<file path="src/hdl/cpualu_pkg.sv">
// shared types and constants for the 8/16-bit cpu alu with flags
// no dependencies; imported by cpualu_core and cpu_alu_with_flags
package cpualu_pkg;

  localparam int unsigned MODE_W = 5;
  localparam int unsigned WORD_W = 16;
  localparam int unsigned BYTE_W = 8;

  typedef enum logic [MODE_W-1:0] {
    MODE_ADD   = 5'd0,
    MODE_ADC   = 5'd1,
    MODE_SUB   = 5'd2,
    MODE_SBC   = 5'd3,
    MODE_AND   = 5'd4,
    MODE_XOR   = 5'd5,
    MODE_OR    = 5'd6,
    MODE_CP    = 5'd7,
    MODE_INC   = 5'd8,
    MODE_DEC   = 5'd9,
    MODE_RLCA  = 5'd10,
    MODE_RLA   = 5'd11,
    MODE_RRCA  = 5'd12,
    MODE_RRA   = 5'd13,
    MODE_DAA   = 5'd14,
    MODE_CPL   = 5'd15,
    MODE_SCF   = 5'd16,
    MODE_CCF   = 5'd17,
    MODE_ADD16 = 5'd18,
    MODE_INC16 = 5'd19,
    MODE_DEC16 = 5'd20
  } mode_t;

  typedef struct packed {
    logic z;
    logic n;
    logic h;
    logic c;
  } flags_t;

  // decimal adjust constants, and the all-ones nibble used by the increment half-carry test
  localparam logic [BYTE_W-1:0] DAA_LIMIT   = 8'h99;
  localparam logic [BYTE_W-1:0] DAA_HI_ADJ  = 8'h60;
  localparam logic [BYTE_W-1:0] DAA_LO_ADJ  = 8'h06;
  localparam logic [3:0]        DAA_NIB_MAX = 4'h9;
  localparam logic [3:0]        NIB_ALL     = 4'hF;

endpackage

</file>
<file path="src/hdl/cpu_alu_with_flags.sv">
// top level of the 8/16-bit cpu alu with z/n/h/c flags
// depends on cpualu_pkg and cpualu_core
//
// The block takes one operation per transaction (mode, two 16-bit operands
// and the current z/n/h/c flags) and returns one result transaction with the
// new register value and the new flags. An accepted transaction passes through
// an input register that feeds the combinational alu core, whose value and
// flags land in the output register. Throughput is one transaction per cycle;
// both stages advance whenever the stage after them is empty or being drained,
// so a new transaction can enter an empty input stage while a finished one
// still waits on out_ready. 8-bit modes work on the low operand bytes and
// return zero in the upper result byte; compare, scf, ccf and unused mode codes
// return the first operand unchanged.
module cpu_alu_with_flags (
  input  logic        clk,
  input  logic        rst_n,
  // input channel
  input  logic        in_valid,
  output logic        in_ready,
  input  logic [4:0]  in_mode,
  input  logic [15:0] in_first_operand,
  input  logic [15:0] in_second_operand,
  input  logic        in_zero_in,
  input  logic        in_subtract_in,
  input  logic        in_half_in,
  input  logic        in_carry_in,
  // result channel
  output logic        out_valid,
  input  logic        out_ready,
  output logic [15:0] out_result,
  output logic        out_zero_out,
  output logic        out_subtract_out,
  output logic        out_half_out,
  output logic        out_carry_out
);
  import cpualu_pkg::*;

  // input stage registers
  logic        s1_valid_r;
  logic        s1_valid_nxt;
  mode_t       s1_mode_r;
  logic [15:0] s1_x_r;
  logic [15:0] s1_y_r;
  flags_t      s1_flags_r;

  // output stage registers
  logic        out_valid_r;
  logic        out_valid_nxt;
  logic [15:0] out_result_r;
  flags_t      out_flags_r;

  // core results
  logic [15:0] core_result;
  flags_t      core_flags;

  // stage handshakes
  logic out_free;   // output register can take a new transaction
  logic s1_go;      // input stage hands its transaction to the output stage
  logic in_take;    // input transaction accepted this cycle

  assign out_free = !out_valid_r || out_ready;
  assign s1_go    = s1_valid_r && out_free;
  assign in_ready = !s1_valid_r || out_free;
  assign in_take  = in_valid && in_ready;

  assign s1_valid_nxt  = in_take || (s1_valid_r && !s1_go);
  assign out_valid_nxt = s1_go || (out_valid_r && !out_ready);

  // control state
  always_ff @(posedge clk) begin
    if (!rst_n) begin
      s1_valid_r  <= 1'b0;
      out_valid_r <= 1'b0;
    end else begin
      s1_valid_r  <= s1_valid_nxt;
      out_valid_r <= out_valid_nxt;
    end
  end

  // input payload capture
  always_ff @(posedge clk) begin
    if (in_take) begin
      s1_mode_r  <= mode_t'(in_mode);
      s1_x_r     <= in_first_operand;
      s1_y_r     <= in_second_operand;
      s1_flags_r <= '{z: in_zero_in, n: in_subtract_in, h: in_half_in, c: in_carry_in};
    end
  end

  cpualu_core u_core (
    .mode      (s1_mode_r),
    .x16       (s1_x_r),
    .y16       (s1_y_r),
    .flags_in  (s1_flags_r),
    .result    (core_result),
    .flags_out (core_flags)
  );

  // result payload capture; held while the consumer stalls
  always_ff @(posedge clk) begin
    if (s1_go) begin
      out_result_r <= core_result;
      out_flags_r  <= core_flags;
    end
  end

  assign out_valid        = out_valid_r;
  assign out_result       = out_result_r;
  assign out_zero_out     = out_flags_r.z;
  assign out_subtract_out = out_flags_r.n;
  assign out_half_out     = out_flags_r.h;
  assign out_carry_out    = out_flags_r.c;

  // an accepted transaction always lands in the input stage
  a_take_fills_s1: assert property (@(posedge clk) disable iff (!rst_n)
    in_take |=> s1_valid_r)
    else $error("accepted transaction did not reach input stage");

  // a stage handoff always produces a valid result
  a_go_fills_out: assert property (@(posedge clk) disable iff (!rst_n)
    s1_go |=> out_valid_r)
    else $error("stage handoff lost a result");

  // a blocked input stage keeps its transaction
  a_s1_holds: assert property (@(posedge clk) disable iff (!rst_n)
    (s1_valid_r && !s1_go) |=> (s1_valid_r && $stable(s1_x_r) && $stable(s1_mode_r)))
    else $error("input stage dropped a stalled transaction");

  // compare leaves the first operand untouched
  a_cp_passes: assert property (@(posedge clk) disable iff (!rst_n)
    (s1_go && (s1_mode_r == MODE_CP)) |=> (out_result_r == $past(s1_x_r)))
    else $error("compare altered the first operand");

endmodule

</file>
<file path="src/hdl/cpualu_core.sv">
// combinational alu datapath: one operation and its new flags
// depends on cpualu_pkg
module cpualu_core (
  input  cpualu_pkg::mode_t  mode,
  input  logic [15:0]        x16,
  input  logic [15:0]        y16,
  input  cpualu_pkg::flags_t flags_in,
  output logic [15:0]        result,
  output cpualu_pkg::flags_t flags_out
);
  import cpualu_pkg::*;

  logic [7:0]  a;
  logic [7:0]  b;
  logic        cin_add;
  logic        cin_sub;
  logic [8:0]  sum9;
  logic [4:0]  sum_nib;
  logic [8:0]  diff9;
  logic [4:0]  diff_nib;
  logic [16:0] sum17;
  logic [12:0] sum13;
  logic [7:0]  daa_r;
  logic        daa_c;
  logic [7:0]  r8;

  assign a = x16[7:0];
  assign b = y16[7:0];

  assign cin_add = (mode == MODE_ADC) ? flags_in.c : 1'b0;
  assign cin_sub = (mode == MODE_SBC) ? flags_in.c : 1'b0;

  assign sum9     = {1'b0, a} + {1'b0, b} + {8'd0, cin_add};
  assign sum_nib  = {1'b0, a[3:0]} + {1'b0, b[3:0]} + {4'd0, cin_add};
  // borrow shows up as the top bit of the extended difference
  assign diff9    = {1'b0, a} - {1'b0, b} - {8'd0, cin_sub};
  assign diff_nib = {1'b0, a[3:0]} - {1'b0, b[3:0]} - {4'd0, cin_sub};
  assign sum17    = {1'b0, x16} + {1'b0, y16};
  assign sum13    = {1'b0, x16[11:0]} + {1'b0, y16[11:0]};

  // decimal adjust after add or subtract
  always_comb begin
    daa_r = a;
    daa_c = flags_in.c;
    if (!flags_in.n) begin
      if (flags_in.c || (a > DAA_LIMIT)) begin
        daa_r = daa_r + DAA_HI_ADJ;
        daa_c = 1'b1;
      end
      if (flags_in.h || (a[3:0] > DAA_NIB_MAX)) begin
        daa_r = daa_r + DAA_LO_ADJ;
      end
    end else begin
      if (flags_in.c) begin
        daa_r = daa_r - DAA_HI_ADJ;
      end
      if (flags_in.h) begin
        daa_r = daa_r - DAA_LO_ADJ;
      end
    end
  end

  always_comb begin
    r8        = 8'd0;
    result    = x16;
    flags_out = flags_in;
    case (mode)
      MODE_ADD, MODE_ADC: begin
        r8        = sum9[7:0];
        result    = {8'd0, r8};
        flags_out = '{z: (r8 == 8'd0), n: 1'b0, h: sum_nib[4], c: sum9[8]};
      end
      MODE_SUB, MODE_SBC, MODE_CP: begin
        r8        = diff9[7:0];
        result    = (mode == MODE_CP) ? x16 : {8'd0, r8};
        flags_out = '{z: (r8 == 8'd0), n: 1'b1, h: diff_nib[4], c: diff9[8]};
      end
      MODE_AND: begin
        r8        = a & b;
        result    = {8'd0, r8};
        flags_out = '{z: (r8 == 8'd0), n: 1'b0, h: 1'b1, c: 1'b0};
      end
      MODE_XOR: begin
        r8        = a ^ b;
        result    = {8'd0, r8};
        flags_out = '{z: (r8 == 8'd0), n: 1'b0, h: 1'b0, c: 1'b0};
      end
      MODE_OR: begin
        r8        = a | b;
        result    = {8'd0, r8};
        flags_out = '{z: (r8 == 8'd0), n: 1'b0, h: 1'b0, c: 1'b0};
      end
      MODE_INC: begin
        r8        = a + 8'd1;
        result    = {8'd0, r8};
        flags_out = '{z: (r8 == 8'd0), n: 1'b0, h: (a[3:0] == NIB_ALL), c: flags_in.c};
      end
      MODE_DEC: begin
        r8        = a - 8'd1;
        result    = {8'd0, r8};
        flags_out = '{z: (r8 == 8'd0), n: 1'b1, h: (a[3:0] == 4'd0), c: flags_in.c};
      end
      MODE_RLCA: begin
        r8        = {a[6:0], a[7]};
        result    = {8'd0, r8};
        flags_out = '{z: 1'b0, n: 1'b0, h: 1'b0, c: a[7]};
      end
      MODE_RLA: begin
        r8        = {a[6:0], flags_in.c};
        result    = {8'd0, r8};
        flags_out = '{z: 1'b0, n: 1'b0, h: 1'b0, c: a[7]};
      end
      MODE_RRCA: begin
        r8        = {a[0], a[7:1]};
        result    = {8'd0, r8};
        flags_out = '{z: 1'b0, n: 1'b0, h: 1'b0, c: a[0]};
      end
      MODE_RRA: begin
        r8        = {flags_in.c, a[7:1]};
        result    = {8'd0, r8};
        flags_out = '{z: 1'b0, n: 1'b0, h: 1'b0, c: a[0]};
      end
      MODE_DAA: begin
        r8        = daa_r;
        result    = {8'd0, r8};
        flags_out = '{z: (r8 == 8'd0), n: flags_in.n, h: 1'b0, c: daa_c};
      end
      MODE_CPL: begin
        r8        = ~a;
        result    = {8'd0, r8};
        flags_out = '{z: flags_in.z, n: 1'b1, h: 1'b1, c: flags_in.c};
      end
      MODE_SCF: begin
        flags_out = '{z: flags_in.z, n: 1'b0, h: 1'b0, c: 1'b1};
      end
      MODE_CCF: begin
        flags_out = '{z: flags_in.z, n: 1'b0, h: 1'b0, c: ~flags_in.c};
      end
      MODE_ADD16: begin
        result    = sum17[15:0];
        flags_out = '{z: flags_in.z, n: 1'b0, h: sum13[12], c: sum17[16]};
      end
      MODE_INC16: begin
        result = x16 + 16'd1;
      end
      MODE_DEC16: begin
        result = x16 - 16'd1;
      end
      default: begin
        // unused codes pass the operand and flags through
        result    = x16;
        flags_out = flags_in;
      end
    endcase
  end

endmodule

</file>
<file path="config.mk">
export PLATFORM = sky130hd
export DESIGN_NAME = cpu_alu_with_flags
export DESIGN_NICKNAME = d
export VERILOG_FILES = /design/src/hdl/cpualu_pkg.sv /design/src/hdl/cpu_alu_with_flags.sv /design/src/hdl/cpualu_core.sv
export SDC_FILE = /design/constraint.sdc
export NUM_CORES = 1
export LEC_CHECK = 0
export ABC_AREA = 1
export BUFFER_PORTS_ARGS = -buffer_cell sky130_fd_sc_hd__buf_2
export CORE_ASPECT_RATIO = 2
export CORE_MARGIN = 1.5
export CORE_UTILIZATION = 55
export DETAILED_ROUTE_END_ITERATION = 6
export PLACE_DENSITY = 0.76
export REMOVE_ABC_BUFFERS = 1
export SLEW_MARGIN = 20
export SYNTH_ARGS = -nofsm -noshare
export SYNTH_HDL_FRONTEND = slang
export SYNTH_SLANG_ARGS = --single-unit
</file>
<file path="constraint.sdc">
create_clock -name clk -period 4 [get_ports clk]
set_input_delay 0.6 -clock clk [delete_from_list [all_inputs] [get_ports clk]]
set_output_delay 0.6 -clock clk [all_outputs]
set_load 0.01 [all_outputs]
</file>
### After elaboration in Yosys (flattened, before gate mapping)

Cells that the tools add are included.

* input bits: 45
* flip-flop bits (word level): 63
* word-level logic and storage cells: 102
* output and inout bits: 22

* magnitude comparators: 2
* add/subtract/negate cells: 18
* bitwise logic cells: 5
* equal/unequal tests: 21
* muxes and demuxes: 14
* reductions and logical operators: 28

Operators with widths (number)
* one-hot mux 16 bit (16 select lines): 1
* logical NOT 8 bit: 8
* 2-to-1 mux 8 bit: 7
* one-hot mux 4 bit (14 select lines): 1
* equality test 5 x 4 -> 1 bit (second input constant): 8
* equality test 5 bit (second input constant): 5
* equality test 5 x 3 -> 1 bit (second input constant): 4
* adder 16 x 16 -> 17 bit: 1
* adder 16 x 1 -> 16 bit (second input constant): 1
* 2-to-1 mux 16 bit: 1
* subtractor 16 x 1 -> 16 bit (second input constant): 1
* adder 12 x 12 -> 13 bit: 1
* equality test 5 x 2 -> 1 bit (second input constant): 2
* adder 8 x 8 -> 9 bit: 1
* adder 9 x 1 -> 9 bit: 1
* subtractor 8 x 8 -> 9 bit: 1
* subtractor 9 x 1 -> 9 bit: 1
* adder 8 x 1 -> 8 bit (second input constant): 1
* adder 8 x 3 -> 8 bit (second input constant): 1
* adder 8 x 7 -> 8 bit (second input constant): 1
* bitwise AND 8 bit: 1
* > comparator 8 bit (second input constant): 1
* NOT 8 bit: 1
* OR 8 bit: 1
* 20 further kinds: 36

### Depth between registers and ports, before layout

Gate-level depths: netlist (run 1).

* word-level depth: 9
* gate-level depth with buffers: 18
* gate-level depth less buffers: 17

### Cells and area by module

A second synthesis (run 1) with hierarchy kept.

* cells, all modules: 896
* area total of the unflattened synthesis: 6411.1 um^2

Modules (own cells, without submodules)
* cpualu_core: area an instance 4484.3 um^2, sequential area each 0.0 um^2, cells an instance 822, instances 1
* cpu_alu_with_flags: area an instance 1926.8 um^2, sequential area each 1871.8 um^2, cells an instance 74, instances 1

### Worst setup path before layout (run 1)

No wires, ideal clock.

* path type: reg-to-reg
* start: reg s1_mode_r[1]
* end: reg out_result_r[4] (netlist: out_result[4]) (data pin)
* arrival: 2.964 ns
* data required time: 3.747 ns
* setup slack: 0.783 ns
* buffers on the path: 0
* library setup time: 0.253 ns
* clock period less this slack: 3.217 ns
* cell stages (with the launch flop): 16
* cell sequence: edfxtp_1 -> nor2_2 -> nand2_1 -> inv_1 -> nand3_1 -> fa_1 -> fa_1 -> o21ai_0 -> xor2_1 -> nor2_1 -> nor2_1 -> nand3_1 -> nor2_1 -> o211ai_1 -> o21ai_1 -> inv_1

* word-level cells in the longest chain between the ends: 5
* elaborated cells between the ends (all ways): 27
* classes of those cells: add/sub (2); eq/ne (18); mux (4); reduce/logical (3)

RTL lines
* start: declaration: RTL line cpu_alu_with_flags.sv:41 `mode_t s1_mode_r;`
* start signal: assignment: RTL line cpu_alu_with_flags.sv:83 `s1_mode_r <= mode_t'(in_mode);`
* equality test 5 x 2 -> 1 bit: RTL line cpualu_core.sv:31, cpualu_core.sv:67
* 2-to-1 mux 1 bit: RTL line cpualu_core.sv:31 `assign cin_sub = (mode == MODE_SBC) ? flags_in.c : 1'b0;`
* subtractor 9 x 1 -> 9 bit: RTL line cpualu_core.sv:36 `assign diff9 = {1'b0, a} - {1'b0, b} - {8'd0, cin_sub};`
* 2-to-1 mux 16 bit: RTL line cpualu_core.sv:75 `result = (mode == MODE_CP) ? x16 : {8'd0, r8};`
* one-hot mux 16 bit (16 select lines) *: RTL line cpualu_core.sv:67 `case (mode)`
* named net core_result[4]: RTL line cpu_alu_with_flags.sv:53 `logic [15:0] core_result;`
* end signal: assignment: RTL line cpu_alu_with_flags.sv:102 `out_result_r <= core_result;`
* end: declaration: RTL line cpu_alu_with_flags.sv:49 `logic [15:0] out_result_r;`

Mark *: on every way through the listed nets, which the timed path passes. The rest lies on a longest branch.
A chain may end at the register's enable or synchronous reset.

### Worst setup path in the final report (run 1)

Ends and elaborated chain as after synthesis.

==> results of run 1 <==
-- layer usage --
metal / vias to the layer above / wire length (µm) / part of all wire
met4: 0 / 2960 / 0.11
met3: 160 / 2310 / 0.089
met2: 351 / 12500 / 0.48
met5: - / 0 / 0
met1: 3223 / 8310 / 0.32
li1: 3253 / - / -
-- registers in the layout, indices dropped and copies added (netlist names) --
register          count
out_result           16
s1_x_r               16
s1_y_r               16
s1_mode_r             5
s1_flags_r            4
out_carry_out         1
out_half_out          1
out_subtract_out      1
out_valid             1
out_zero_out          1
s1_valid_r            1
-- area by class of cell --
class                      instances  area (µm²)
timing repair buffer              90         510
multi-input combinational        713        4170
sequential                        63        1870
fill                            1122        4250
tap                              145         181
clock buffer                      10         239
clock inverter                     6        45.0
inverter                         114         432
-- per-stage QoR --
| step | hold slack [ps] | util |
|---|---|---|
| after floorplan | 447 | - |
| after global placement | 490 | 0.613 |
| after detailed placement | 514 | 0.613 |
| after CTS | 428 | 0.637 |
| after global routing | 426 | 0.637 |
| final | 427 | 0.637 |
-- power groups by stage --
stage                     Sequential (mW)  Clock (mW)  Combinational [mW]
after detailed placement            0.825           0               0.706
after global placement              0.823           0               0.701
after global routing                0.815       0.777               0.808
after CTS                           0.811       0.756               0.709
after floorplan                     0.837           0               0.439
final                               0.813       0.754               0.743
-- worst max-delay path: cells and delay by family, from the launching register on --
kind / cells / cell delay, ps
AND/OR/NAND/NOR: 7 / 890
adder cells (fa/ha/maj): 2 / 890
AO/OA/AOI/OAI: 3 / 540
flip-flops: 1 / 510
buffers and inverters: 2 / 270
XOR/XNOR: 1 / 220
-- worst min-delay path by stage --
stage                     depth (start not counted)                       to  slack, ps
after floorplan                                   2     out_valid$_SDFF_PN0_        450
after global placement                            2     out_valid$_SDFF_PN0_        490
after detailed placement                          2     out_valid$_SDFF_PN0_        510
after CTS                                         1  s1_flags_r[1]$_DFFE_PP_        430
after global routing                              1      s1_y_r[2]$_DFFE_PP_        430
final                                             1      s1_y_r[6]$_DFFE_PP_        430
-- logic make-up after synthesis --
logic type | count (synthesis) | synth area share
compound gates | 176 | 0.155
xor+xnor | 28 | 0.0374
fa+ha+maj | 69 | 0.139
buf+inv | 129 | 0.0784
flops | 63 | 0.285
simple gates | 440 | 0.305
-- cells in the final DEF (no fill, tap or decap), types with 3 or more instances in the layout --
cell	n
sky130_fd_sc_hd__clkbuf_16	9
sky130_fd_sc_hd__clkinv_1	3
sky130_fd_sc_hd__buf_2	66
sky130_fd_sc_hd__nand2_1	206
sky130_fd_sc_hd__a21oi_1	63
sky130_fd_sc_hd__nand3_2	4
sky130_fd_sc_hd__nor3_1	15
sky130_fd_sc_hd__buf_4	24
sky130_fd_sc_hd__o22ai_1	10
sky130_fd_sc_hd__xnor2_1	7
sky130_fd_sc_hd__fa_1	6
sky130_fd_sc_hd__clkinvlp_4	3
sky130_fd_sc_hd__ha_1	63
sky130_fd_sc_hd__nor2_2	6
sky130_fd_sc_hd__a31oi_1	4
sky130_fd_sc_hd__or2_2	10
sky130_fd_sc_hd__nor2_4	4
sky130_fd_sc_hd__inv_2	8
sky130_fd_sc_hd__o21ai_0	56
sky130_fd_sc_hd__xor2_1	21
sky130_fd_sc_hd__o21bai_1	3
sky130_fd_sc_hd__nand4_1	16
sky130_fd_sc_hd__nand3_1	78
sky130_fd_sc_hd__edfxtp_1	61
sky130_fd_sc_hd__nor2_1	85
sky130_fd_sc_hd__a21o_1	3
sky130_fd_sc_hd__o211ai_1	14
sky130_fd_sc_hd__a21boi_0	5
sky130_fd_sc_hd__nand2_2	6
sky130_fd_sc_hd__o2111ai_1	7
sky130_fd_sc_hd__inv_1	101
==> metrics.log, run 1 <==
INFO  metric globalRoute.totalOverflow = 0
INFO  metric share_of_cells_above_drive_strength_1 = 0.155
INFO  metric power_switching_share = 0.369
INFO  metric critical-path-max-stage-delay = just over 500 ps
INFO  metric cts_repair_resize_count = 0
INFO  metric crit_path_start_kind = flip-flop
INFO  metric clock_insertion_delay_at_the_later_pin_of_the_skew_report = 340 ps
INFO  metric initial_core_util = 0.560
INFO  metric reg2reg_depth = 15
INFO  metric syn_inst = 905
INFO  metric synth.most_common_cell = sky130_fd_sc_hd__nand2_1
INFO  metric setup_fix_buffers_added_after_clock_tree_synthesis = 0
INFO  metric fin_nets = approximately 1100
INFO  metric clock_power_share = 0.327
INFO  metric postLayoutSetupSlackWorst = roughly 420 ps
INFO  metric slew_headroom = 0.545
INFO  metric maximum_number_of_pins_on_one_net_before_global_route_repair = 28
INFO  metric dpl_worst_slack = around 500 ps
INFO  metric detailedPlacementHpwl = between 15 and 20 mm
INFO  metric globalRouteMet1Util = 0.396
INFO  metric dpl.cell_count = 1125
INFO  metric power.share.combinational = 0.322
INFO  metric worstSetupEndpointType = flip-flop
INFO  metric detailedRoute.firstPassIterationCount = 6
INFO  metric floorplan.die.height = 157 µm
INFO  metric grt_pass1_vias = 6863
INFO  metric drt_first_iter_violations = roughly 580
INFO  metric synthDominantAreaCellType = sky130_fd_sc_hd__edfxtp_1
INFO  metric finalInstanceArea = 7450 µm²
INFO  metric min-delay-path-class = input pin to flip-flop
INFO  metric ys_dominant_reg_cell = sky130_fd_sc_hd__edfxtp_1
INFO  metric globalRouteMet2Util = 0.713
INFO  metric wl_per_cell = approximately 23 µm
INFO  metric crit-reg2reg-capture = out_result[4]$_DFFE_PP_
INFO  metric synth_seq_area_share = 0.285
INFO  metric syn_to_final_growth = 13.7%
INFO  metric initial_antenna_violation_count = 0
INFO  metric totalPowerFinal = 2.31 mW
INFO  metric finalSetupViolCount = 0
INFO  metric route.detailed.drc = 0
INFO  metric arrival = about 3700 ps
INFO  metric cap_violations = 0
INFO  metric cts_tree = done
INFO  metric grt_first_pass_wirelength = between 30 and 40 mm
INFO  metric power_density = 310 nW/µm²
INFO  metric hp-start = in_second_operand[6]
INFO  metric crit_path_frequent_cell = sky130_fd_sc_hd__nor2_1
INFO  metric post-route-min-period = 3580 ps
INFO  metric r2r_start = s1_mode_r[1]$_DFFE_PP_
INFO  metric detail-route-antenna-nets = 0
INFO  metric vias = 6987
INFO  metric io-pin-count = 67
INFO  metric numCtsBuffers = 9
INFO  metric max_slew.worst_pin.slew = approximately 680 ps
INFO  metric async_reset_ff_frac = 0
INFO  metric grtUsageMet3 = 0.152
INFO  metric final_max_slew_viol_count = 0
INFO  metric yosys_warnings = 0
INFO  metric fin_cells = 1141
INFO  metric total_leakage_power = around 3.5 nW
INFO  metric placement_rows = 56
INFO  metric synth_enable_flop_cells = 61
INFO  metric fp.dieArea = approximately 13000 µm²
INFO  metric clock_tree.buffer_depth = 2
INFO  metric outcome = finished clean
INFO  metric post_synth_instance_area = 6560 µm²
INFO  metric synth_top_area_frac = 0.279
INFO  metric setup_tns = 0 ps
INFO  metric clk_pin_slew_worst_paths = 60 ps
INFO  metric critical_path_required = 4090 ps
INFO  metric synth.avg_cell_area = 7.24 µm²
INFO  metric ys_ff_latch = 63
INFO  metric cts.sink_count = 63
INFO  metric grt_setup_unrepaired = no
INFO  metric depth_of_the_cts_h_tree = 3
INFO  metric port_buffer_cells = 66
INFO  metric placement.cell_area = 7170 µm²
INFO  metric power.switching = 852 µW
INFO  metric total_of_hold_buffers_inserted_after_clock_tree_synthesis = 0
INFO  metric ys_top_cells_by_count = sky130_fd_sc_hd__nand2_1, sky130_fd_sc_hd__inv_1, sky130_fd_sc_hd__nor2_1
INFO  metric ys_top_cells_by_area = sky130_fd_sc_hd__edfxtp_1, sky130_fd_sc_hd__ha_1, sky130_fd_sc_hd__nand2_1, sky130_fd_sc_hd__nand3_1, sky130_fd_sc_hd__inv_1
INFO  metric gpl.final_weighted_congestion = 1.10
INFO  metric setup.worst_path.start = s1_mode_r[1]$_DFFE_PP_
INFO  metric slowest_stage = sky130_fd_sc_hd__edfxtp_1
INFO  metric dieWidth = 80.2 µm
INFO  metric hold_fails_final_rpt = 0
INFO  metric clk_root_buffer_cell = sky130_fd_sc_hd__clkbuf_16
INFO  metric path_cells = nor2_2, nand2_1, inv_1, nand3_1, fa_1, fa_1, o21ai_0, xor2_1, nor2_1, nor2_1, nand3_1, nor2_1, o211ai_1, o21ai_1, inv_1
INFO  metric core_area = 11700 µm²
INFO  metric p_int = approximately 1.5 mW
INFO  metric final_worst_path_period_share = 0.894
INFO  metric track_usage = 0.430
INFO  metric reg2reg_setup_slack = 420 ps
INFO  metric irDropWorstVdd = ~0.3 mV
INFO  metric setup.worst_path.class = flip-flop to flip-flop
INFO  metric cp_max_fo = 7
INFO  metric top_usage_layer = met2
INFO  metric power.share.sequential = 0.352
INFO  metric distinct_cell_type_count_of_the_synthesized_netlist = 50
INFO  metric setup.worst_path.end = out_result[4]$_DFFE_PP_
INFO  metric timing.clock.skew = 12.0 ps
INFO  metric fmax = 280 MHz
INFO  metric routed_wl = 26.0 mm
INFO  metric route.detailed.vias_per_inst = 6.12
INFO  metric num_antenna_cells = 0
Power figures use the tool's default switching activity.
==> inputs of run 2 (changes only) <==
--- a/config.mk
+++ b/config.mk
@@ -7,7 +7,7 @@
 export LEC_CHECK = 0
 export ABC_AREA = 1
 export BUFFER_PORTS_ARGS = -buffer_cell sky130_fd_sc_hd__buf_2
-export CORE_ASPECT_RATIO = 2
+export CORE_ASPECT_RATIO = 0.7
 export CORE_MARGIN = 1.5
 export CORE_UTILIZATION = 55
 export DETAILED_ROUTE_END_ITERATION = 6
==> run 2 against run 1 <==
Via count down 2.4%. Die area down 0.23%. Setup slack worse by 25 ps. Critical path type unchanged. Largest cell class unchanged. Critical endpoint is now out_zero_out$_DFFE_PP_.
==> metrics.log, run 2 (synthesis results as in run 1) <==
INFO  metric fin_cells = 1145 (was 1141)
INFO  metric crit_path_start_kind = flip-flop (unchanged)
INFO  metric final_worst_path_period_share = 0.901 (was 0.894)
INFO  metric route.detailed.drc = 0 (unchanged)
INFO  metric crit-reg2reg-capture = out_zero_out$_DFFE_PP_ (was out_result[4]$_DFFE_PP_)
INFO  metric dpl.cell_count = 1129 (was 1125)
INFO  metric final_core_util = 0.637 (about the same)
INFO  metric detailedRoute.firstPassIterationCount = 6 (unchanged)
INFO  metric vias = 6822 (was 6987)
INFO  metric num_antenna_cells = 0 (unchanged)
INFO  metric routed_wl = 21.9 mm (was 26.0 mm)
INFO  metric initial_core_util = 0.563 (was 0.560)
INFO  metric finalSetupViolCount = 0 (unchanged)
INFO  metric gpl.final_weighted_congestion = 1.04 (was 1.10)
INFO  metric setup.worst_path.class = flip-flop to flip-flop (unchanged)
INFO  metric setup_fix_buffers_added_after_clock_tree_synthesis = 0 (unchanged)
INFO  metric detail-route-antenna-nets = 0 (unchanged)
INFO  metric numCtsBuffers = 9 (unchanged)
INFO  metric reg2reg_depth = 14 (was 15)
INFO  metric layout.filler_cells = 1077 (was 1122)
INFO  metric placement.cell_area = 7130 µm² (was 7170 µm²)
INFO  metric cts_repair_resize_count = 0 (unchanged)
INFO  metric share_of_cells_above_drive_strength_1 = 0.148 (was 0.155)
INFO  metric slew_headroom = 0.329 (was 0.545)
INFO  metric finalHoldWorstSlack = 429 ps (was 427 ps)
INFO  metric total_leakage_power = 3.49 nW (was 3.53 nW)
INFO  metric irDropWorstVdd = 0.206 mV (was 0.307 mV)
INFO  metric worstSetupEndpointType = flip-flop (unchanged)
INFO  metric power.share.sequential = 0.358 (was 0.352)
INFO  metric final_max_slew_viol_count = 0 (unchanged)
INFO  metric floorplan.die.height = 94.3 µm (was 157 µm)
INFO  metric detailedPlacementHpwl = 17.2 mm (was 19.9 mm)
INFO  metric fp.dieArea = 12600 µm² (about the same)
INFO  metric globalRoute.totalOverflow = 0 (unchanged)
INFO  metric critical_path_required = 4080 ps (was 4090 ps)
INFO  metric min-delay-path-class = input pin to flip-flop (unchanged)
INFO  metric cp_max_fo = 7 (unchanged)
INFO  metric r2r_start = s1_mode_r[3]$_DFFE_PP_ (was s1_mode_r[1]$_DFFE_PP_)
INFO  metric setup_tns = 0 ps (unchanged)
INFO  metric fmax = 278 MHz (was 280 MHz)
INFO  metric clk_pin_slew_worst_paths = 70 ps (was 60 ps)
INFO  metric layout_commonest_cell = sky130_fd_sc_hd__nand2_1 (unchanged)
INFO  metric power.share.combinational = 0.307 (was 0.322)
INFO  metric cts_tree = done (unchanged)
INFO  metric routed_length_on_met3 = 2.93 mm (was 2.31 mm)
INFO  metric syn_to_final_growth = 13.1% (was 13.7%)
INFO  metric finalInstanceArea = 7410 µm² (was 7450 µm²)
INFO  metric initial_antenna_violation_count = 0 (unchanged)
INFO  metric cts.sink_count = 63 (unchanged)
INFO  metric clk_root_buffer_cell = sky130_fd_sc_hd__clkbuf_16 (unchanged)
INFO  metric hold_fails_final_rpt = 0 (unchanged)
INFO  metric topRoutingLayerUsed = met4 (unchanged)
INFO  metric depth_of_the_cts_h_tree = 3 (unchanged)
INFO  metric totalPowerFinal = 2.27 mW (was 2.31 mW)
INFO  metric outcome = finished clean (unchanged)
INFO  metric drt_first_iter_violations = 976 (was 577)
INFO  metric grt_pass1_vias = 5822 (was 6863)
INFO  metric total_of_hold_buffers_inserted_after_clock_tree_synthesis = 0 (unchanged)
INFO  metric worstHoldPathCells = 1 (unchanged)
INFO  metric terminating_pin_of_the_worst_hold_path = s1_x_r[1]$_DFFE_PP_ (was s1_y_r[6]$_DFFE_PP_)
INFO  metric power_switching_share = 0.367 (was 0.369)
INFO  metric clock_insertion_delay_at_the_later_pin_of_the_skew_report = 340 ps (about the same)
INFO  metric p_int = 1.44 mW (was 1.46 mW)
INFO  metric track_usage = 0.352 (was 0.430)
INFO  metric grt_setup_unrepaired = no (unchanged)
INFO  metric max_slew.worst_pin.slew = 1000 ps (was 680 ps)
INFO  metric clock_power_share = 0.335 (was 0.327)
INFO  metric dpl_worst_slack = 507 ps (was 509 ps)
INFO  metric power_density = 307 nW/µm² (was 310 nW/µm²)
INFO  metric cap_violations = 0 (unchanged)
INFO  metric arrival = 3680 ps (was 3670 ps)
INFO  metric reg2reg_setup_slack = 400 ps (was 420 ps)
INFO  metric hp-start = in_first_operand[1] (was in_second_operand[6])
INFO  metric clock_tree.buffer_depth = 2 (unchanged)
INFO  metric port_buffer_cells = 66 (unchanged)
INFO  metric timing.clock.skew = 12.6 ps (was 12.0 ps)
INFO  metric power.switching = 835 µW (was 852 µW)
INFO  metric wirelength_met1 = 10.2 mm (was 8.31 mm)
INFO  metric dieWidth = 133 µm (was 80.2 µm)
INFO  metric wl_per_cell = 19.1 µm (was 22.8 µm)
INFO  metric placement_rows = 33 (was 56)
INFO  metric route.detailed.vias_per_inst = 5.96 (was 6.12)
INFO  metric mostFrequentLayoutCells = sky130_fd_sc_hd__nand2_1, sky130_fd_sc_hd__inv_1, sky130_fd_sc_hd__nor2_1, sky130_fd_sc_hd__nand3_1, sky130_fd_sc_hd__buf_2 (unchanged)
INFO  metric routed-wl-met2 = 8.21 mm (was 12.5 mm)
INFO  metric post-route-min-period = 3600 ps (was 3580 ps)
INFO  metric maximum_number_of_pins_on_one_net_before_global_route_repair = 23 (was 28)
INFO  metric core_area = 11600 µm² (was 11700 µm²)
INFO  metric grt_first_pass_wirelength = 33.1 mm (was 38.5 mm)
INFO  metric io-pin-count = 67 (unchanged)
INFO  metric postLayoutSetupSlackWorst = 398 ps (was 423 ps)
INFO  metric fin_nets = 1097 (was 1105)
## run 2: worst max-delay path by stage
stage                           start                      end
2_1_floorplan  s1_mode_r[1]$_DFFE_PP_  out_result[4]$_DFFE_PP_
3_3_place_gp   s1_mode_r[1]$_DFFE_PP_  out_result[4]$_DFFE_PP_
3_5_place_dp   s1_mode_r[1]$_DFFE_PP_  out_result[4]$_DFFE_PP_
4_1_cts        s1_mode_r[3]$_DFFE_PP_  out_result[4]$_DFFE_PP_
5_1_grt        s1_mode_r[1]$_DFFE_PP_  out_result[4]$_DFFE_PP_
6_report       s1_mode_r[3]$_DFFE_PP_   out_zero_out$_DFFE_PP_
## run 2: cell type report
class | instances | area [µm²] | area share
clock buffer | 9 | 225 | 0.0304
sequential | 63 | 1870 | 0.253
inverter | 114 | 432 | 0.0582
tap | 157 | 196 | 0.0265
timing repair buffer | 82 | 450 | 0.0608
clock inverter | 7 | 55.1 | 0.00743
multi-input combinational | 713 | 4180 | 0.564
## run 2: layer usage
| metal | vias up | global-route usage |
|---|---|---|
| met2 | 472 | 0.473 |
| met3 | 63 | 0.0982 |
| li1 | 3243 | - |
| met1 | 3044 | 0.543 |
| met5 | - | 0 |
| met4 | 0 | 0.0969 |
## run 2: power groups by stage
stage	combinational [mW]	clock (mW)	sequential [mW]
final	0.698	0.761	0.814
after global routing	0.759	0.786	0.818
after CTS	0.674	0.765	0.813
after detailed placement	0.670	0	0.827
after global placement	0.671	0	0.826
after floorplan	0.439	0	0.837
## run 2: critical path, stage by stage (launching register included)
cell and delay [ps]:
sky130_fd_sc_hd__edfxtp_1 470, sky130_fd_sc_hd__nor2_1 300, sky130_fd_sc_hd__nand2_1 110, sky130_fd_sc_hd__inv_1 180, sky130_fd_sc_hd__nand3_1 120, sky130_fd_sc_hd__fa_1 460
sky130_fd_sc_hd__fa_1 440, sky130_fd_sc_hd__o21ai_0 430, sky130_fd_sc_hd__xor2_1 160, sky130_fd_sc_hd__nand3_1 120, sky130_fd_sc_hd__a21oi_1 40, sky130_fd_sc_hd__nand3_1 100
sky130_fd_sc_hd__nand3_1 70, sky130_fd_sc_hd__nor2_1 230, sky130_fd_sc_hd__nand3_1 110
==> inputs of run 3 (changes only) <==
--- a/config.mk
+++ b/config.mk
@@ -7,7 +7,7 @@
 export LEC_CHECK = 0
 export ABC_AREA = 1
 export BUFFER_PORTS_ARGS = -buffer_cell sky130_fd_sc_hd__buf_2
-export CORE_ASPECT_RATIO = 0.7
+export CORE_ASPECT_RATIO = 0.8
 export CORE_MARGIN = 1.5
 export CORE_UTILIZATION = 55
 export DETAILED_ROUTE_END_ITERATION = 6
==> run 3 against run 2 <==
Register-to-register slack about the same. Die area about the same. Critical path type unchanged. Largest power group unchanged. Cell count decreased by 0.52%. Sequential cell count unchanged. Final area increased by 0.37%. Critical endpoint is now out_result[4]$_DFFE_PP_. Via count decreased by 0.64%.
==> metrics.log, run 3 (synthesis results as in run 1) <==
INFO  metric finalInstanceArea = 7440 µm² (was 7410 µm²)
INFO  metric cap_violations = 0 (unchanged)
INFO  metric placement.cell_area = 7140 µm² (was 7130 µm²)
INFO  metric route.detailed.vias_per_inst = 5.95 (was 5.96)
INFO  metric fp.dieArea = 12600 µm² (about the same)
INFO  metric globalRoute.totalOverflow = 0 (unchanged)
INFO  metric finalSetupViolCount = 0 (unchanged)
INFO  metric outcome = finished clean (unchanged)
INFO  metric share_of_cells_above_drive_strength_1 = 0.153 (was 0.148)
INFO  metric crit_path_start_kind = flip-flop (unchanged)
INFO  metric clk_root_buffer_cell = sky130_fd_sc_hd__clkbuf_16 (unchanged)
INFO  metric detailedPlacementHpwl = 17.6 mm (was 17.2 mm)
INFO  metric irDropWorstVdd = 0.249 mV (was 0.206 mV)
INFO  metric max_slew.worst_pin.slew = 738 ps (was 1000 ps)
INFO  metric detailedRoute.firstPassIterationCount = 6 (unchanged)
INFO  metric io-pin-count = 67 (unchanged)
INFO  metric regArea = 1870 µm² (unchanged)
INFO  metric vias = 6778 (was 6822)
INFO  metric min-delay-path-class = input pin to flip-flop (unchanged)
INFO  metric depth_of_the_cts_h_tree = 3 (unchanged)
INFO  metric fin_nets = 1100 (was 1097)
INFO  metric route.detailed.drc = 0 (unchanged)
INFO  metric power_density = 308 nW/µm² (was 307 nW/µm²)
INFO  metric post-route-min-period = 3600 ps (about the same)
INFO  metric drt_first_iter_violations = 908 (was 976)
INFO  metric gpl.final_weighted_congestion = 1.03 (was 1.04)
INFO  metric initial_antenna_violation_count = 0 (unchanged)
INFO  metric arrival = 3700 ps (was 3680 ps)
INFO  metric clock_insertion_delay_at_the_later_pin_of_the_skew_report = 350 ps (was 340 ps)
INFO  metric mostFrequentLayoutCells = sky130_fd_sc_hd__nand2_1, sky130_fd_sc_hd__inv_1, sky130_fd_sc_hd__nor2_1, sky130_fd_sc_hd__nand3_1, sky130_fd_sc_hd__buf_2 (unchanged)
INFO  metric grt_pass1_vias = 6305 (was 5822)
INFO  metric track_usage = 0.364 (was 0.352)
INFO  metric fmax = 278 MHz (about the same)
INFO  metric maximum_number_of_pins_on_one_net_before_global_route_repair = 42 (was 23)
INFO  metric layout_commonest_cell = sky130_fd_sc_hd__nand2_1 (unchanged)
INFO  metric routed_wl = 22.8 mm (was 21.9 mm)
INFO  metric setup_fix_buffers_added_after_clock_tree_synthesis = 0 (unchanged)
INFO  metric syn_to_final_growth = 13.5% (was 13.1%)
INFO  metric numCtsBuffers = 9 (unchanged)
INFO  metric clk_pin_slew_worst_paths = 70 ps (about the same)
INFO  metric setup.worst_path.class = flip-flop to flip-flop (unchanged)
INFO  metric detail-route-antenna-nets = 0 (unchanged)
INFO  metric fin_cells = 1139 (was 1145)
INFO  metric layout.filler_cells = 1070 (was 1077)
INFO  metric port_buffer_cells = 66 (unchanged)
INFO  metric cts.sink_count = 63 (unchanged)
INFO  metric grt_first_pass_wirelength = 34.5 mm (was 33.1 mm)
INFO  metric cp_max_fo = 8 (was 7)
INFO  metric initial_core_util = 0.567 (was 0.563)
INFO  metric slew_headroom = 0.507 (was 0.329)
INFO  metric timing.clock.skew = 12.3 ps (was 12.6 ps)
INFO  metric total_leakage_power = 3.51 nW (was 3.49 nW)
INFO  metric multiInputGateArea = 4200 µm² (was 4180 µm²)
INFO  metric setup_tns = 0 ps (unchanged)
INFO  metric floorplan.die.height = 101 µm (was 94.3 µm)
INFO  metric dpl.cell_count = 1123 (was 1129)
INFO  metric worstSetupEndpointType = flip-flop (unchanged)
INFO  metric wl_per_cell = 20.0 µm (was 19.1 µm)
INFO  metric dieWidth = 125 µm (was 133 µm)
INFO  metric final_max_slew_viol_count = 0 (unchanged)
INFO  metric num_antenna_cells = 0 (unchanged)
INFO  metric final_worst_path_period_share = 0.901 (about the same)
INFO  metric cts_tree = done (unchanged)
INFO  metric critical_path_required = 4100 ps (was 4080 ps)
INFO  metric core_area = 11600 µm² (about the same)
INFO  metric hold_fails_final_rpt = 0 (unchanged)
INFO  metric grt_setup_unrepaired = no (unchanged)
INFO  metric totalPowerFinal = 2.29 mW (was 2.27 mW)
INFO  metric finalHoldWorstSlack = 424 ps (was 429 ps)
INFO  metric clock_tree.buffer_depth = 2 (unchanged)
INFO  metric placement_rows = 35 (was 33)
## run 3: cell count changes in the layout (fill, tap and decap cells not counted)
cell | before | now
sky130_fd_sc_hd__buf_4 | 16 | 19
sky130_fd_sc_hd__nor2_1 | 85 | 84
sky130_fd_sc_hd__nor2_4 | 4 | 5
sky130_fd_sc_hd__nor3_1 | 15 | 14
sky130_fd_sc_hd__nor3_2 | 1 | 2
sky130_fd_sc_hd__o21ai_0 | 56 | 55
sky130_fd_sc_hd__o21ai_2 | 1 | 2
## run 3: what timing repair did
action                                 4_1_cts  5_1_grt
setup endpoints to repair                    0        3
endpoints found under the hold margin        0        0
gates resized for setup                      0        5
hold buffers                                 0        0
## run 3: stage by stage
step	util	setup slack (ps)
2_1_floorplan	-	775
3_3_place_gp	0.617	363
3_5_place_dp	0.617	242
4_1_cts	0.641	203
5_1_grt	0.644	64.6
6_report	0.644	397
## run 3: layer usage
layer	up-vias	part of all wire	GRT usage	wire, µm
li1	3241	-	-	-
met1	3042	0.43	0.501	9750
met3	58	0.13	0.130	2990
met5	-	0	0	0
met2	437	0.41	0.525	9370
met4	0	0.030	0.139	681
## run 3: worst paths after layout
kind,from,end,slack (ps),cells after the start
min reg2reg,out_valid$_SDFF_PN0_,out_valid$_SDFF_PN0_,520,2
max,s1_mode_r[3]$_DFFE_PP_,out_result[4]$_DFFE_PP_,400,15
max reg2reg,s1_mode_r[3]$_DFFE_PP_,out_result[4]$_DFFE_PP_,400,15
min,in_second_operand[3],s1_y_r[3]$_DFFE_PP_,420,1
## run 3: critical path, stage by stage (launching register included)
cell and delay [ps]:
sky130_fd_sc_hd__edfxtp_1 490, sky130_fd_sc_hd__nor2_2 240, sky130_fd_sc_hd__nand2_1 250, sky130_fd_sc_hd__inv_1 260, sky130_fd_sc_hd__nand3_1 150, sky130_fd_sc_hd__fa_1 450
sky130_fd_sc_hd__fa_1 470, sky130_fd_sc_hd__o21ai_2 250, sky130_fd_sc_hd__xor2_1 240, sky130_fd_sc_hd__nor2_1 60, sky130_fd_sc_hd__nor2_1 120, sky130_fd_sc_hd__nand3_1 80
sky130_fd_sc_hd__nor2_1 90, sky130_fd_sc_hd__o211ai_1 80, sky130_fd_sc_hd__o21ai_1 80, sky130_fd_sc_hd__inv_1 50
## run 3: area by class of cell
type,count,area share
well taps,148,0.0249
inverters,114,0.0580
flip-flops and latches,63,0.252
clock buffers,9,0.0303
clock inverters,7,0.00740
repair buffers,85,0.0636
multi-input cells,713,0.564
## run 3: power breakdown
group / internal, mW / switching [mW] / leakage (nW) / total, mW
sequential: 0.781 / 0.0314 / 0.607 / 0.813
combinational: 0.235 / 0.480 / 2.77 / 0.716
clock: 0.426 / 0.338 / 0.133 / 0.764
